### config.mk
export PLATFORM = sky130hd
export DESIGN_NAME = multichannel_rms_level_meter
export DESIGN_NICKNAME = d
export VERILOG_FILES = /design/src/hw/rtl/mlm_pkg.sv /design/src/hw/rtl/multichannel_rms_level_meter.sv /design/src/hw/rtl/mlm_divsqrt.sv
export VERILOG_INCLUDE_DIRS = /design/src /design/src/hw/rtl
export SDC_FILE = /design/constraint.sdc
export NUM_CORES = 2
export LEC_CHECK = 0
export BUFFER_PORTS_ARGS = -buffer_cell sky130_fd_sc_hd__buf_2
export CORE_MARGIN = 2
export CORE_UTILIZATION = 47
export DETAILED_ROUTE_END_ITERATION = 8
export GPL_TIMING_DRIVEN = 0
export PLACE_DENSITY_LB_ADDON = 0.12
export SLEW_MARGIN = 20
export SYNTH_ARGS = -nofsm -noshare
export SYNTH_HDL_FRONTEND = slang
export SYNTH_SLANG_ARGS = --single-unit
export TNS_END_PERCENT = 100
### constraint.sdc
create_clock -name i_clk -period 6.9 [get_ports i_clk]
set_input_delay 0.69 -clock i_clk [delete_from_list [all_inputs] [get_ports i_clk]]
set_output_delay 0.69 -clock i_clk [all_outputs]
set_load 0.02 [all_outputs]
### src/hw/rtl/multichannel_rms_level_meter_defines.svh
// Assertion helpers for the level meter RTL.
`ifndef MULTICHANNEL_RMS_LEVEL_METER_DEFINES_SVH
`define MULTICHANNEL_RMS_LEVEL_METER_DEFINES_SVH

// Same-cycle implication, disabled while reset is low.
`define MLM_ASSERT_IMP(label, clk, rst_n, ante, cons) \
    label: assert property (@(posedge clk) disable iff (!(rst_n)) (ante) |-> (cons)) \
        else $error("implication check failed");

// Next-cycle implication, disabled while reset is low.
`define MLM_ASSERT_NEXT(label, clk, rst_n, ante, cons) \
    label: assert property (@(posedge clk) disable iff (!(rst_n)) (ante) |=> (cons)) \
        else $error("next-cycle check failed");

`endif

### src/hw/rtl/mlm_pkg.sv
package mlm_pkg;

    // Defaults for the top-level parameters
    localparam int MAX_CHANNELS_DEF = 8;
    localparam int SAMPLE_BITS_DEF  = 24;

    // Fixed datapath widths
    localparam int SUM_W      = 62;  // per-channel sum of squares
    localparam int WIN_W      = 16;  // window length
    localparam int CC_W       = 4;   // channel count register
    localparam int REM_W      = 33;  // partial remainder of the shared unit
    localparam int STEP_W     = 6;   // iteration counter
    localparam int DIV_STEPS  = 62;  // one quotient bit per step
    localparam int SQRT_STEPS = 31;  // one root bit per step

    // Configuration port
    localparam int APB_W   = 32;
    localparam int ADDR_W  = 3;
    localparam logic REG_CHANNEL_COUNT = 1'b0;
    localparam logic REG_WINDOW_FRAMES = 1'b1;
    localparam logic [CC_W-1:0]  CC_RESET  = 4'd2;
    localparam logic [WIN_W-1:0] WIN_RESET = 16'd512;

    typedef enum logic {
        OP_DIV,
        OP_SQRT
    } t_op;

    typedef struct packed {
        logic start;
        t_op  op;
    } t_unit_cmd;

    typedef enum logic [3:0] {
        S_IDLE,
        S_ACC,
        S_DIV_GO,
        S_DIV_WAIT,
        S_SQRT_GO,
        S_SQRT_WAIT,
        S_SUM,
        S_MEAN_GO,
        S_MEAN_WAIT,
        S_OUT
    } t_state;

endpackage

### src/hw/rtl/multichannel_rms_level_meter.sv
// Multichannel RMS level meter. Interleaved signed Q1.23 samples enter one
// item at a time on i_sample; the channel of each item follows a rotating
// position (channel 0 first after reset, after each level and after any
// register write). Each item is accepted and squared while idle and added into
// its channel's 62-bit accumulator before the next one is taken. The item that
// closes the last frame of a window starts the level computation, during which
// o_ready stays low: for each active channel one shared shift-and-subtract unit
// divides the sum by the window length and takes the floor square root; the
// saturated RMS values are summed and divided by the channel count, and the
// level leaves through an output register. The shared unit yields one result
// bit per cycle. A finished level waits in the output register while new items
// are taken; the next level is held back until it has been taken. Registers:
// address 0 holds the channel count (0 acts as 1, above the channel maximum it
// saturates), address 4 the window length in frames (0 acts as 1). Writing
// either one restarts the window; write only while no item is in flight.
module multichannel_rms_level_meter #(
    parameter int MAX_CHANNELS = mlm_pkg::MAX_CHANNELS_DEF,
    parameter int SAMPLE_BITS  = mlm_pkg::SAMPLE_BITS_DEF
) (
    input  logic                        i_clk,
    input  logic                        i_rst_n,
    // sample input channel
    input  logic                        i_valid,
    output logic                        o_ready,
    input  logic signed [SAMPLE_BITS-1:0] i_sample,
    // level output channel
    output logic                        o_valid,
    input  logic                        i_ready,
    output logic [SAMPLE_BITS-2:0]      o_level,
    // configuration port
    input  logic                        psel,
    input  logic                        penable,
    input  logic                        pwrite,
    input  logic [mlm_pkg::ADDR_W-1:0]  paddr,
    input  logic [mlm_pkg::APB_W-1:0]   pwdata,
    output logic [mlm_pkg::APB_W-1:0]   prdata,
    output logic                        pready
);

`include "multichannel_rms_level_meter_defines.svh"

    localparam int SQ_W = 2 * SAMPLE_BITS;
    localparam int CW   = $clog2(MAX_CHANNELS + 1);        // holds channel count
    localparam int CNT  = CW + 1;                          // compare width
    localparam int PW   = (MAX_CHANNELS > 1) ? $clog2(MAX_CHANNELS) : 1;
    localparam int TW   = SAMPLE_BITS - 1 + PW;            // sum of channel RMS
    localparam logic [mlm_pkg::SUM_W-1:0] FULL_SCALE =
        (mlm_pkg::SUM_W'(1) << (SAMPLE_BITS - 1)) - mlm_pkg::SUM_W'(1);

    mlm_pkg::t_state             r_state;
    mlm_pkg::t_state             n_state;

    logic [mlm_pkg::CC_W-1:0]    r_cc;
    logic [mlm_pkg::WIN_W-1:0]   r_win;
    logic [PW-1:0]               r_pos;
    logic [mlm_pkg::WIN_W-1:0]   r_frame;
    logic [mlm_pkg::SUM_W-1:0]   r_acc [MAX_CHANNELS];
    logic [mlm_pkg::SUM_W-1:0]   r_square;
    logic [TW-1:0]               r_total;
    logic [SAMPLE_BITS-2:0]      r_level;
    logic                        r_out_valid;

    logic signed [SQ_W-1:0]      w_prod;
    logic [CW-1:0]               w_chans;
    logic [mlm_pkg::WIN_W-1:0]   w_win;
    logic [PW-1:0]               w_pos;
    logic                        w_last_chan;
    logic                        w_last_frame;
    logic                        w_out_free;
    logic                        w_cfg_wr;
    logic [mlm_pkg::SUM_W-1:0]   w_rms;

    mlm_pkg::t_unit_cmd          w_cmd;
    logic [mlm_pkg::SUM_W-1:0]   w_unit_x;
    logic [mlm_pkg::WIN_W-1:0]   w_unit_d;
    logic                        w_unit_done;
    logic [mlm_pkg::SUM_W-1:0]   w_unit_q;

    // ---------------------------------------------------------------
    // Effective configuration and position bookkeeping
    // ---------------------------------------------------------------
    always_comb begin
        if (r_cc == '0) begin
            w_chans = CW'(1);
        end else if ({1'b0, r_cc} > (mlm_pkg::CC_W + 1)'(MAX_CHANNELS)) begin
            w_chans = CW'(MAX_CHANNELS);
        end else begin
            w_chans = CW'(r_cc);
        end
    end

    assign w_win = (r_win == '0) ? mlm_pkg::WIN_W'(1) : r_win;

    // Wrap a stale position back to channel 0
    assign w_pos        = (CNT'(r_pos) >= CNT'(w_chans)) ? '0 : r_pos;
    assign w_last_chan  = (CNT'(w_pos) + CNT'(1)) == CNT'(w_chans);
    assign w_last_frame = (r_frame + 1'b1) == w_win;
    assign w_out_free   = ~r_out_valid | i_ready;
    assign w_cfg_wr     = psel & penable & pwrite & pready;

    // Square the signed sample directly; the result is never negative
    assign w_prod = i_sample * i_sample;

    // Clamp the root to full scale
    assign w_rms = (w_unit_q > FULL_SCALE) ? FULL_SCALE : w_unit_q;

    // ---------------------------------------------------------------
    // Sequencer: next state
    // ---------------------------------------------------------------
    always_comb begin
        n_state = r_state;
        case (r_state)
            mlm_pkg::S_IDLE: begin
                if (i_valid) n_state = mlm_pkg::S_ACC;
            end
            mlm_pkg::S_ACC: begin
                n_state = (w_last_chan && w_last_frame) ?
                          mlm_pkg::S_DIV_GO : mlm_pkg::S_IDLE;
            end
            mlm_pkg::S_DIV_GO:    n_state = mlm_pkg::S_DIV_WAIT;
            mlm_pkg::S_DIV_WAIT: begin
                if (w_unit_done) n_state = mlm_pkg::S_SQRT_GO;
            end
            mlm_pkg::S_SQRT_GO:   n_state = mlm_pkg::S_SQRT_WAIT;
            mlm_pkg::S_SQRT_WAIT: begin
                if (w_unit_done) n_state = mlm_pkg::S_SUM;
            end
            mlm_pkg::S_SUM: begin
                n_state = w_last_chan ? mlm_pkg::S_MEAN_GO : mlm_pkg::S_DIV_GO;
            end
            mlm_pkg::S_MEAN_GO:   n_state = mlm_pkg::S_MEAN_WAIT;
            mlm_pkg::S_MEAN_WAIT: begin
                if (w_unit_done) n_state = mlm_pkg::S_OUT;
            end
            mlm_pkg::S_OUT: begin
                if (w_out_free) n_state = mlm_pkg::S_IDLE;
            end
            default: n_state = mlm_pkg::S_IDLE;
        endcase
    end

    // ---------------------------------------------------------------
    // Sequencer: outputs and shared unit operands
    // ---------------------------------------------------------------
    always_comb begin
        o_ready     = 1'b0;
        w_cmd.start = 1'b0;
        w_cmd.op    = mlm_pkg::OP_DIV;
        w_unit_x    = r_acc[w_pos];
        w_unit_d    = w_win;
        case (r_state)
            mlm_pkg::S_IDLE: o_ready = 1'b1;
            mlm_pkg::S_DIV_GO: begin
                // sum / window
                w_cmd.start = 1'b1;
            end
            mlm_pkg::S_SQRT_GO: begin
                // root of the quotient just produced
                w_cmd.start = 1'b1;
                w_cmd.op    = mlm_pkg::OP_SQRT;
                w_unit_x    = w_unit_q;
            end
            mlm_pkg::S_MEAN_GO: begin
                // total / channels
                w_cmd.start = 1'b1;
                w_unit_x    = mlm_pkg::SUM_W'(r_total);
                w_unit_d    = mlm_pkg::WIN_W'(w_chans);
            end
            default: ;
        endcase
    end

    mlm_divsqrt u_divsqrt (
        .i_clk   (i_clk),
        .i_rst_n (i_rst_n),
        .i_cmd   (w_cmd),
        .i_x     (w_unit_x),
        .i_d     (w_unit_d),
        .o_done  (w_unit_done),
        .o_q     (w_unit_q)
    );

    // ---------------------------------------------------------------
    // Control state, accumulators and registers
    // ---------------------------------------------------------------
    always_ff @(posedge i_clk) begin
        if (!i_rst_n) begin
            r_state     <= mlm_pkg::S_IDLE;
            r_cc        <= mlm_pkg::CC_RESET;
            r_win       <= mlm_pkg::WIN_RESET;
            r_pos       <= '0;
            r_frame     <= '0;
            r_out_valid <= 1'b0;
            for (int i = 0; i < MAX_CHANNELS; i++) begin
                r_acc[i] <= '0;
            end
        end else begin
            r_state <= n_state;

            // Load a new level or drop the one just taken
            if ((r_state == mlm_pkg::S_OUT) && w_out_free) begin
                r_out_valid <= 1'b1;
            end else if (i_ready) begin
                r_out_valid <= 1'b0;
            end

            case (r_state)
                mlm_pkg::S_ACC: begin
                    // add the square, then advance channel and frame
                    r_acc[w_pos] <= r_acc[w_pos] + r_square;
                    if (w_last_chan) begin
                        r_pos   <= '0;
                        r_frame <= w_last_frame ? '0 : r_frame + 1'b1;
                    end else begin
                        r_pos <= w_pos + 1'b1;
                    end
                end
                mlm_pkg::S_SUM: begin
                    // r_pos walks the channels during the window end
                    r_pos <= w_last_chan ? '0 : w_pos + 1'b1;
                end
                mlm_pkg::S_OUT: begin
                    if (w_out_free) begin
                        for (int i = 0; i < MAX_CHANNELS; i++) begin
                            r_acc[i] <= '0;
                        end
                    end
                end
                default: ;
            endcase

            // Any register write restarts the window
            if (w_cfg_wr) begin
                if (paddr[mlm_pkg::ADDR_W-1] == mlm_pkg::REG_WINDOW_FRAMES) begin
                    r_win <= pwdata[mlm_pkg::WIN_W-1:0];
                end else begin
                    r_cc <= pwdata[mlm_pkg::CC_W-1:0];
                end
                r_pos   <= '0;
                r_frame <= '0;
                for (int i = 0; i < MAX_CHANNELS; i++) begin
                    r_acc[i] <= '0;
                end
            end
        end
    end

    // Payload registers
    always_ff @(posedge i_clk) begin
        if (o_ready && i_valid) begin
            r_square <= mlm_pkg::SUM_W'($unsigned(w_prod));
        end
        if (r_state == mlm_pkg::S_ACC) begin
            r_total <= '0;
        end else if (r_state == mlm_pkg::S_SUM) begin
            r_total <= r_total + TW'(w_rms);
        end
        if ((r_state == mlm_pkg::S_OUT) && w_out_free) begin
            r_level <= w_unit_q[SAMPLE_BITS-2:0];
        end
    end

    // ---------------------------------------------------------------
    // Port outputs
    // ---------------------------------------------------------------
    assign o_valid = r_out_valid;
    assign o_level = r_level;
    assign pready  = 1'b1;

    always_comb begin
        if (paddr[mlm_pkg::ADDR_W-1] == mlm_pkg::REG_WINDOW_FRAMES) begin
            prdata = mlm_pkg::APB_W'(r_win);
        end else begin
            prdata = mlm_pkg::APB_W'(r_cc);
        end
    end

    // ---------------------------------------------------------------
    // Checks
    // ---------------------------------------------------------------
    `MLM_ASSERT_IMP(a_done_in_wait, i_clk, i_rst_n, w_unit_done, (r_state == mlm_pkg::S_DIV_WAIT) || (r_state == mlm_pkg::S_SQRT_WAIT) || (r_state == mlm_pkg::S_MEAN_WAIT))
    `MLM_ASSERT_IMP(a_pos_in_range, i_clk, i_rst_n, 1'b1, CNT'(r_pos) < CNT'(w_chans))
    `MLM_ASSERT_NEXT(a_window_cleared, i_clk, i_rst_n, (r_state == mlm_pkg::S_OUT) && w_out_free, (r_pos == '0) && (r_frame == '0) && r_out_valid)

endmodule

### src/hw/rtl/mlm_divsqrt.sv
// Shared shift-and-subtract unit: restoring division (one quotient bit per
// cycle) or digit-by-digit square root (one root bit per cycle).
module mlm_divsqrt (
    input  logic                      i_clk,
    input  logic                      i_rst_n,
    input  mlm_pkg::t_unit_cmd        i_cmd,
    input  logic [mlm_pkg::SUM_W-1:0] i_x,
    input  logic [mlm_pkg::WIN_W-1:0] i_d,
    output logic                      o_done,
    output logic [mlm_pkg::SUM_W-1:0] o_q
);

    logic                        r_busy;
    logic                        r_done;
    logic [mlm_pkg::STEP_W-1:0]  r_cnt;
    mlm_pkg::t_op                r_op;
    logic [mlm_pkg::SUM_W-1:0]   r_x;
    logic [mlm_pkg::SUM_W-1:0]   r_q;
    logic [mlm_pkg::REM_W-1:0]   r_rem;
    logic [mlm_pkg::WIN_W-1:0]   r_d;

    logic [mlm_pkg::REM_W-1:0]   w_rem_sh;
    logic [mlm_pkg::REM_W-1:0]   w_trial;
    logic [mlm_pkg::REM_W:0]     w_diff;
    logic                        w_ge;

    // Bring down one dividend bit or two radicand bits, then try the subtract
    always_comb begin
        if (r_op == mlm_pkg::OP_SQRT) begin
            w_rem_sh = {r_rem[mlm_pkg::REM_W-3:0], r_x[mlm_pkg::SUM_W-1 -: 2]};
            w_trial  = {r_q[mlm_pkg::REM_W-3:0], 2'b01};
        end else begin
            w_rem_sh = {r_rem[mlm_pkg::REM_W-2:0], r_x[mlm_pkg::SUM_W-1]};
            w_trial  = mlm_pkg::REM_W'(r_d);
        end
        w_diff = {1'b0, w_rem_sh} - {1'b0, w_trial};
        w_ge   = ~w_diff[mlm_pkg::REM_W];
    end

    always_ff @(posedge i_clk) begin
        if (!i_rst_n) begin
            r_busy <= 1'b0;
            r_done <= 1'b0;
            r_cnt  <= '0;
        end else begin
            r_done <= 1'b0;
            if (i_cmd.start) begin
                r_busy <= 1'b1;
                r_cnt  <= (i_cmd.op == mlm_pkg::OP_SQRT) ?
                          mlm_pkg::STEP_W'(mlm_pkg::SQRT_STEPS) :
                          mlm_pkg::STEP_W'(mlm_pkg::DIV_STEPS);
            end else if (r_busy) begin
                r_cnt <= r_cnt - 1'b1;
                if (r_cnt == mlm_pkg::STEP_W'(1)) begin
                    r_busy <= 1'b0;
                    r_done <= 1'b1;
                end
            end
        end
    end

    always_ff @(posedge i_clk) begin
        if (i_cmd.start) begin
            r_op  <= i_cmd.op;
            r_x   <= i_x;
            r_d   <= i_d;
            r_q   <= '0;
            r_rem <= '0;
        end else if (r_busy) begin
            r_q   <= {r_q[mlm_pkg::SUM_W-2:0], w_ge};
            r_rem <= w_ge ? w_diff[mlm_pkg::REM_W-1:0] : w_rem_sh;
            r_x   <= (r_op == mlm_pkg::OP_SQRT) ? (r_x << 2) : (r_x << 1);
        end
    end

    assign o_done = r_done;
    assign o_q    = r_q;

endmodule

# [Word level (Yosys, flattened, before mapping)]
# Memories as Yosys holds them, arrays and structs flattened.
# Index checks and enable logic that the tools add are counted.
[classes] n_shift=0 reduce_logical=17 n_eq_ne=25 n_mul=1 n_bitwise=48 mux=66 order_cmp=3 add_sub_neg=7 div=0
[ops] cell="62-bit 2-to-1 mux" count=20
[ops] cell="62-bit case mux with 2 select lines" count=1
[ops] cell="33-bit 2-to-1 mux" count=2
[ops] cell="62-bit by 48-bit adder with 62-bit output" count=1
[ops] cell="62-bit by 23-bit > comparator with 1-bit output (second input constant)" count=1
[ops] cell="62-bit OR reduction" count=1
[ops] cell="24-bit by 24-bit multiplier with 48-bit output" count=1
[ops] cell="16-bit 2-to-1 mux" count=3
[ops] cell="4-bit case mux with 10 select lines" count=1
[ops] cell="33-bit by 33-bit subtractor with 34-bit output" count=1
[ops] cell="32-bit 2-to-1 mux" count=1
[ops] cell="4-bit 2-to-1 mux" count=8
[ops] cell="26-bit adder" count=1
[ops] cell="26-bit 2-to-1 mux" count=1
[ops] cell="3-bit == test (second input constant)" count=8
[ops] cell="1-bit 2-to-1 mux" count=21
[ops] cell="1-bit bitwise AND" count=18
[ops] cell="6-bit 2-to-1 mux" count=3
[ops] cell="1-bit bitwise OR" count=17
[ops] cell="16-bit by 1-bit adder with 16-bit output (second input constant)" count=1
[ops] cell="16-bit == test" count=1
[ops] cell="4-bit by 3-bit == test with 1-bit output (second input constant)" count=4
[ops] cell="16-bit zero test" count=1
[ops] cell="1-bit inverter" count=13
[ops] cell="other kinds (21)" count=37
[totals] ram_bits=496 latchBits=0 n_memories=1 out_inout_bits=58 ff_bits=322 romBits=0 word_cells=186
[memory_table] memory="r_acc" words=8 word_bits=62 rd=1 rd_ports_with_merged_regs=0 wr=8 line="multichannel_rms_level_meter.sv:57" source="logic [mlm_pkg::SUM_W-1:0] r_acc [MAX_CHANNELS];"

# [Longest topological paths before layout]
[logic_depth] ltp_word=18 ltp_mapped=29

# [Modules after synthesis]
# Synthesis repeated with hierarchy kept, for this count alone.
[hier_totals] hier_cells=5824 hier_area_um2=60033.8
[modules_own_cells] module="multichannel_rms_level_meter" cells_per_inst=4832 area_per_inst_um2=50064.3 instances=1
[modules_own_cells] module="mlm_divsqrt" cells_per_inst=992 area_per_inst_um2=9969.6 instances=1

# [Worst setup path before layout]
# Ideal clock, no wire load.
[synth_timing] path_type="input -> register" start="input i_sample[23]" end="register r_square[47] (netlist name) (data pin)" path_buffers=2 t_arrival_ps=7113 setup_slack_ps=-473 required_time_ps=6640 path_stages=25 setup_time_ps=260 path_cell_list="clkbuf_1 buf_1 nand2_1 inv_1 fa_1 inv_1 fa_1 fa_1 inv_1 fa_1 fa_1 fa_1 fa_1 ha_1 a21oi_1 nor2b_1 o21ai_0 nand2b_1 nor4_1 o41ai_1 a31oi_1 o31ai_1 a21oi_1 o21ai_0 xnor2_1"
[synth_via] elab_chain_cells=1
[synth_rtl] item="start, declared" line="multichannel_rms_level_meter.sv:25" source="input logic signed [SAMPLE_BITS-1:0] i_sample,"
[synth_rtl] item="24-bit by 24-bit multiplier with 48-bit output" line="multichannel_rms_level_meter.sv:102" source="assign w_prod = i_sample * i_sample;"
[synth_rtl] item="via w_prod[47]" line="multichannel_rms_level_meter.sv:63" source="logic signed [SQ_W-1:0] w_prod;"
[synth_rtl] item="end signal, assigned" line="multichannel_rms_level_meter.sv:251" source="r_square <= mlm_pkg::SUM_W'($unsigned(w_prod));"
[synth_rtl] item="end, declared" line="multichannel_rms_level_meter.sv:58" source="logic [mlm_pkg::SUM_W-1:0] r_square;"
# The timed path passes the listed nets, and every way through them passes these cells.
# A chain may end at the register's enable or synchronous reset.

# [Final worst setup path]
[layout_timing] start="input i_sample[15]" end="register r_square[47] (netlist name) (data pin)"
# Same word-level chain as after synthesis.

==> impl_metrics.env <==
export IMPL_cap_violations=0
export IMPL_final_seq_area_um2=22800
export IMPL_status="finished, final reports clean"
export IMPL_yosys_warnings=0
export IMPL_hp_start="pwdata[9]"
export IMPL_multiInputGateArea_um2=33900
export IMPL_wl_per_cell_um=23.4
export IMPL_synth_avg_cell_area_um2=10.3
export IMPL_syn_inst=5771
export IMPL_antenna_found_initial=0
export IMPL_antenna_left=0
export IMPL_tightest_slew_ns=1.07
export IMPL_max_freq_mhz=147
export IMPL_antenna_cells=0
export IMPL_syn2layout_area_growth_pct=14.8
export IMPL_coreArea_um2=126000
export IMPL_hold_viol=0
export IMPL_pin_count=124
export IMPL_synth_largest_area_cell="edfxtp_1"
export IMPL_worstPathRequired_ns=7.30
export IMPL_hold_path_end="r_win[9]$_SDFFE_PN1P_"
export IMPL_fp_dieH_um=360
export IMPL_die_area_um2=129000
export IMPL_timing_final_crit_share=0.989
export IMPL_ys_ff_latch=817
export IMPL_drc=0
export IMPL_ff2ff_path_depth=27
export IMPL_synth_edff_count=645
export IMPL_syn_area_um2=59400
export IMPL_criticalPathCategory="input pin to flop"
export IMPL_hold_class="input pin to flop"
export IMPL_synth_cell_type_count=94
export IMPL_synth_top_family_by_area="adder cells"
export IMPL_num_rows=130
export IMPL_grt_overflow=0
export IMPL_io_buffers=88
export IMPL_grt_pass1_wl_um=274000
export IMPL_clock_skew_ns=0.0205
export IMPL_routed_wl_um=182000
export IMPL_dominantRegCellSynth="edfxtp_1"
export IMPL_synth_xor_area_frac=0.0310
export IMPL_post_route_min_period_ns=6.82
export IMPL_async_reset_ff_frac=0
export IMPL_min_delay_path_depth=3
export IMPL_tns_ns=0
export IMPL_fin_area_um2=68200
export IMPL_die_x_um=360
export IMPL_r2r_end="r_acc[6][55]$_SDFFCE_PN0P_"
export IMPL_drt_pass1_iterations=6
export IMPL_fin_nets=6966
export IMPL_dr_first_iter_drc_count=4130
export IMPL_cts_tree="done"
export IMPL_grt_pass1_vias=44300
export IMPL_regToRegSetupSlack_ns=0.17
export IMPL_yosysSeqAreaShare=0.384
export IMPL_gp_congestion=0.925
export IMPL_setup_viol=0
export IMPL_cts_sinks=817
export IMPL_fillers=11300
export IMPL_placed_cell_area_um2=62900
export IMPL_numCtsBuffers=87
export IMPL_clockBufferDepth=3
export IMPL_cp_max_fo=8
export IMPL_finalMaxSlewViolations=0
export IMPL_startpoint_type="input pin"
export IMPL_synth_top_cells_by_area="edfxtp_1 33%, fa_1 19%, dfxtp_1 5.8%"
export IMPL_start_util=0.473
export IMPL_vias_per_cell=5.63
export IMPL_synth_adder_area_share=0.243
export IMPL_critPathCaptureType="flop"
export IMPL_slew_headroom=0.284
export IMPL_yosys_area_share_simple=0.130
export IMPL_drive_above_1_share=0.119
export IMPL_muxShareOfSynthArea=0.0356
export IMPL_rsz0062_at_grt="true"
export IMPL_dp_hpwl_um=136000
export IMPL_vias=43900
export IMPL_crit_arrival_ns=7.23
export IMPL_yosysTopAreaCellShare=0.326
export IMPL_clkTransAtPathRegs_ns=0.06
export IMPL_track_usage=0.278
export IMPL_root_buffer="clkbuf_16"
export IMPL_h_tree_depth=3
export IMPL_postCtsHoldBufs=0
export IMPL_synth_compound_area_share=0.109
export IMPL_r2r_start="r_cc[3]$_SDFFE_PN0P_"
export IMPL_grt_max_degree=49
export IMPL_clock_latency_ns=0.67
-- sequential cells by signal, summed over array words and instances (netlist names), 3 cells and up --
| signal | count |
|---|---|
| r_pos | 3 |
| o_level | 23 |
| u_divsqrt.r_cnt | 6 |
| r_state | 4 |
| r_win | 16 |
| r_square | 47 |
| u_divsqrt.o_q | 62 |
| r_cc | 4 |
| r_total | 26 |
| u_divsqrt.r_x | 62 |
| r_acc | 496 |
| u_divsqrt.r_d | 16 |
| r_frame | 16 |
| u_divsqrt.r_rem | 32 |
-- stage by stage --
stage | util | hold WS (ns) | instances | worst slack (ns)
finish | 0.543 | 0.272 | 7801 | 0.0771
global placement | 0.497 | 0.446 | 7526 | -3.31
global route | 0.543 | 0.274 | 7801 | -0.0762
detailed placement | 0.501 | 0.447 | 7541 | -3.13
CTS | 0.534 | 0.245 | 7724 | -0.0360
floorplan | - | 0.430 | 5788 | 0.000568
-- worst max-delay path, stage by stage --
cell and delay [ns]:
buf_2 0.11, clkbuf_16 0.17, clkbuf_16 0.15, nand2_1 0.06, fa_1 0.57, fa_1 0.47, fa_1 0.51, fa_1 0.51
inv_1 0.05, fa_1 0.53, fa_1 0.51, inv_1 0.06, fa_1 0.56, inv_2 0.07, ha_4 0.29, and3_4 0.20
nand3_4 0.11, nor2_4 0.14, o2bb2ai_4 0.15, nor4_4 0.08, o41ai_4 0.39, a31oi_4 0.18, o31ai_2 0.31, a21oi_2 0.12
o21ai_2 0.13, xnor2_1 0.07
-- cell usage in the layout (no fill, tap or decap), types with 15 or more instances in the layout --
cell | synthesis | final
a21boi_0 | 27 | 27
a21o_1 | 96 | 96
a21oi_1 | 226 | 212
a221oi_1 | 50 | 48
a22o_1 | 25 | 25
a22oi_1 | 140 | 140
a31oi_1 | 25 | 22
and2_1 | 130 | 123
and3_1 | 22 | 21
buf_2 | 13 | 85
buf_4 | 19 | 137
buf_6 | 1 | 26
clkbuf_1 | 229 | 167
clkbuf_16 | 0 | 111
clkbuf_2 | 0 | 15
clkinv_1 | 2 | 17
conb_1 | 2 | 19
dfxtp_1 | 172 | 172
edfxtp_1 | 645 | 645
fa_1 | 560 | 544
fa_2 | 0 | 16
ha_1 | 259 | 236
ha_4 | 0 | 19
inv_1 | 750 | 728
inv_2 | 0 | 16
mux2_2 | 42 | 42
mux2i_1 | 153 | 152
nand2_1 | 499 | 473
nand2b_1 | 59 | 59
nand3_1 | 82 | 74
nand4_1 | 30 | 30
nor2_1 | 743 | 734
nor2b_1 | 40 | 40
nor3_1 | 44 | 39
nor4_1 | 20 | 18
o21a_1 | 22 | 21
o21ai_0 | 170 | 159
o21bai_1 | 18 | 18
xnor2_1 | 115 | 105
xor2_1 | 86 | 79
-- area by class of cell --
type                       count  share of cell area
timing repair buffer         210              0.0268
clock inverter                43             0.00664
inverter                     752              0.0417
sequential                   817               0.334
buffer                       280              0.0294
tap                         1650              0.0303
multi-input combinational   3933               0.496
clock buffer                 116              0.0344
-- per-layer routing --
metal	share of wire	vias to the layer above	global-route usage
li1	-	20000	-
met4	0.046	0	0.116
met3	0.064	380	0.0325
met2	0.48	1718	0.476
met5	0	-	0
met1	0.41	21800	0.358
-- cell families after synthesis --
family	Yosys count
adders and majority gates	819
xor gates and xnor gates	206
buffers and inverters	1038
and+or+nand+nor	1731
other	2
AOI/OAI and AO/OA	958
muxes	200
DFF	817
-- cells in the mapped netlist, drive strengths merged, types with 57 or more instances --
| library cell | instances |
|---|---|
| inv | 750 |
| nor2 | 744 |
| edfxtp | 645 |
| fa | 560 |
| nand2 | 499 |
| ha | 259 |
| clkbuf | 229 |
| a21oi | 228 |
| o21ai | 177 |
| dfxtp | 172 |
| mux2i | 153 |
| a22oi | 140 |
| and2 | 130 |
| xnor2 | 118 |
| a21o | 96 |
| xor2 | 88 |
| nand3 | 82 |
| nand2b | 59 |
| buf | 57 |
-- how the worst max path moves through the flow --
stage | from | to | slack [ns] | depth (start not counted)
after floorplan | i_sample[15] | r_square[47]$_DFFE_PP_ | 0.0006 | 27
after global placement | i_ready | r_acc[0][16]$_SDFFCE_PN0P_ | -3.31 | 9
after detailed placement | r_cc[3]$_SDFFE_PN0P_ | r_acc[0][54]$_SDFFCE_PN0P_ | -3.13 | 25
after CTS | i_sample[4] | r_square[47]$_DFFE_PP_ | -0.04 | 27
after global routing | i_sample[23] | r_square[45]$_DFFE_PP_ | -0.08 | 24
final | i_sample[15] | r_square[47]$_DFFE_PP_ | 0.08 | 26
-- repair_timing --
| action | 4_1_cts | 5_1_grt |
|---|---|---|
| setup buffers | 27 | 78 |
| cloned | 0 | 2 |
| setup endpoints to repair | 943 | 325 |
| pin swaps | 32 | 76 |
| gates resized for setup | 282 | 179 |
Power is not shown: default switching activity piles up to over one toggle a cycle in this logic, so the estimate is an artifact.
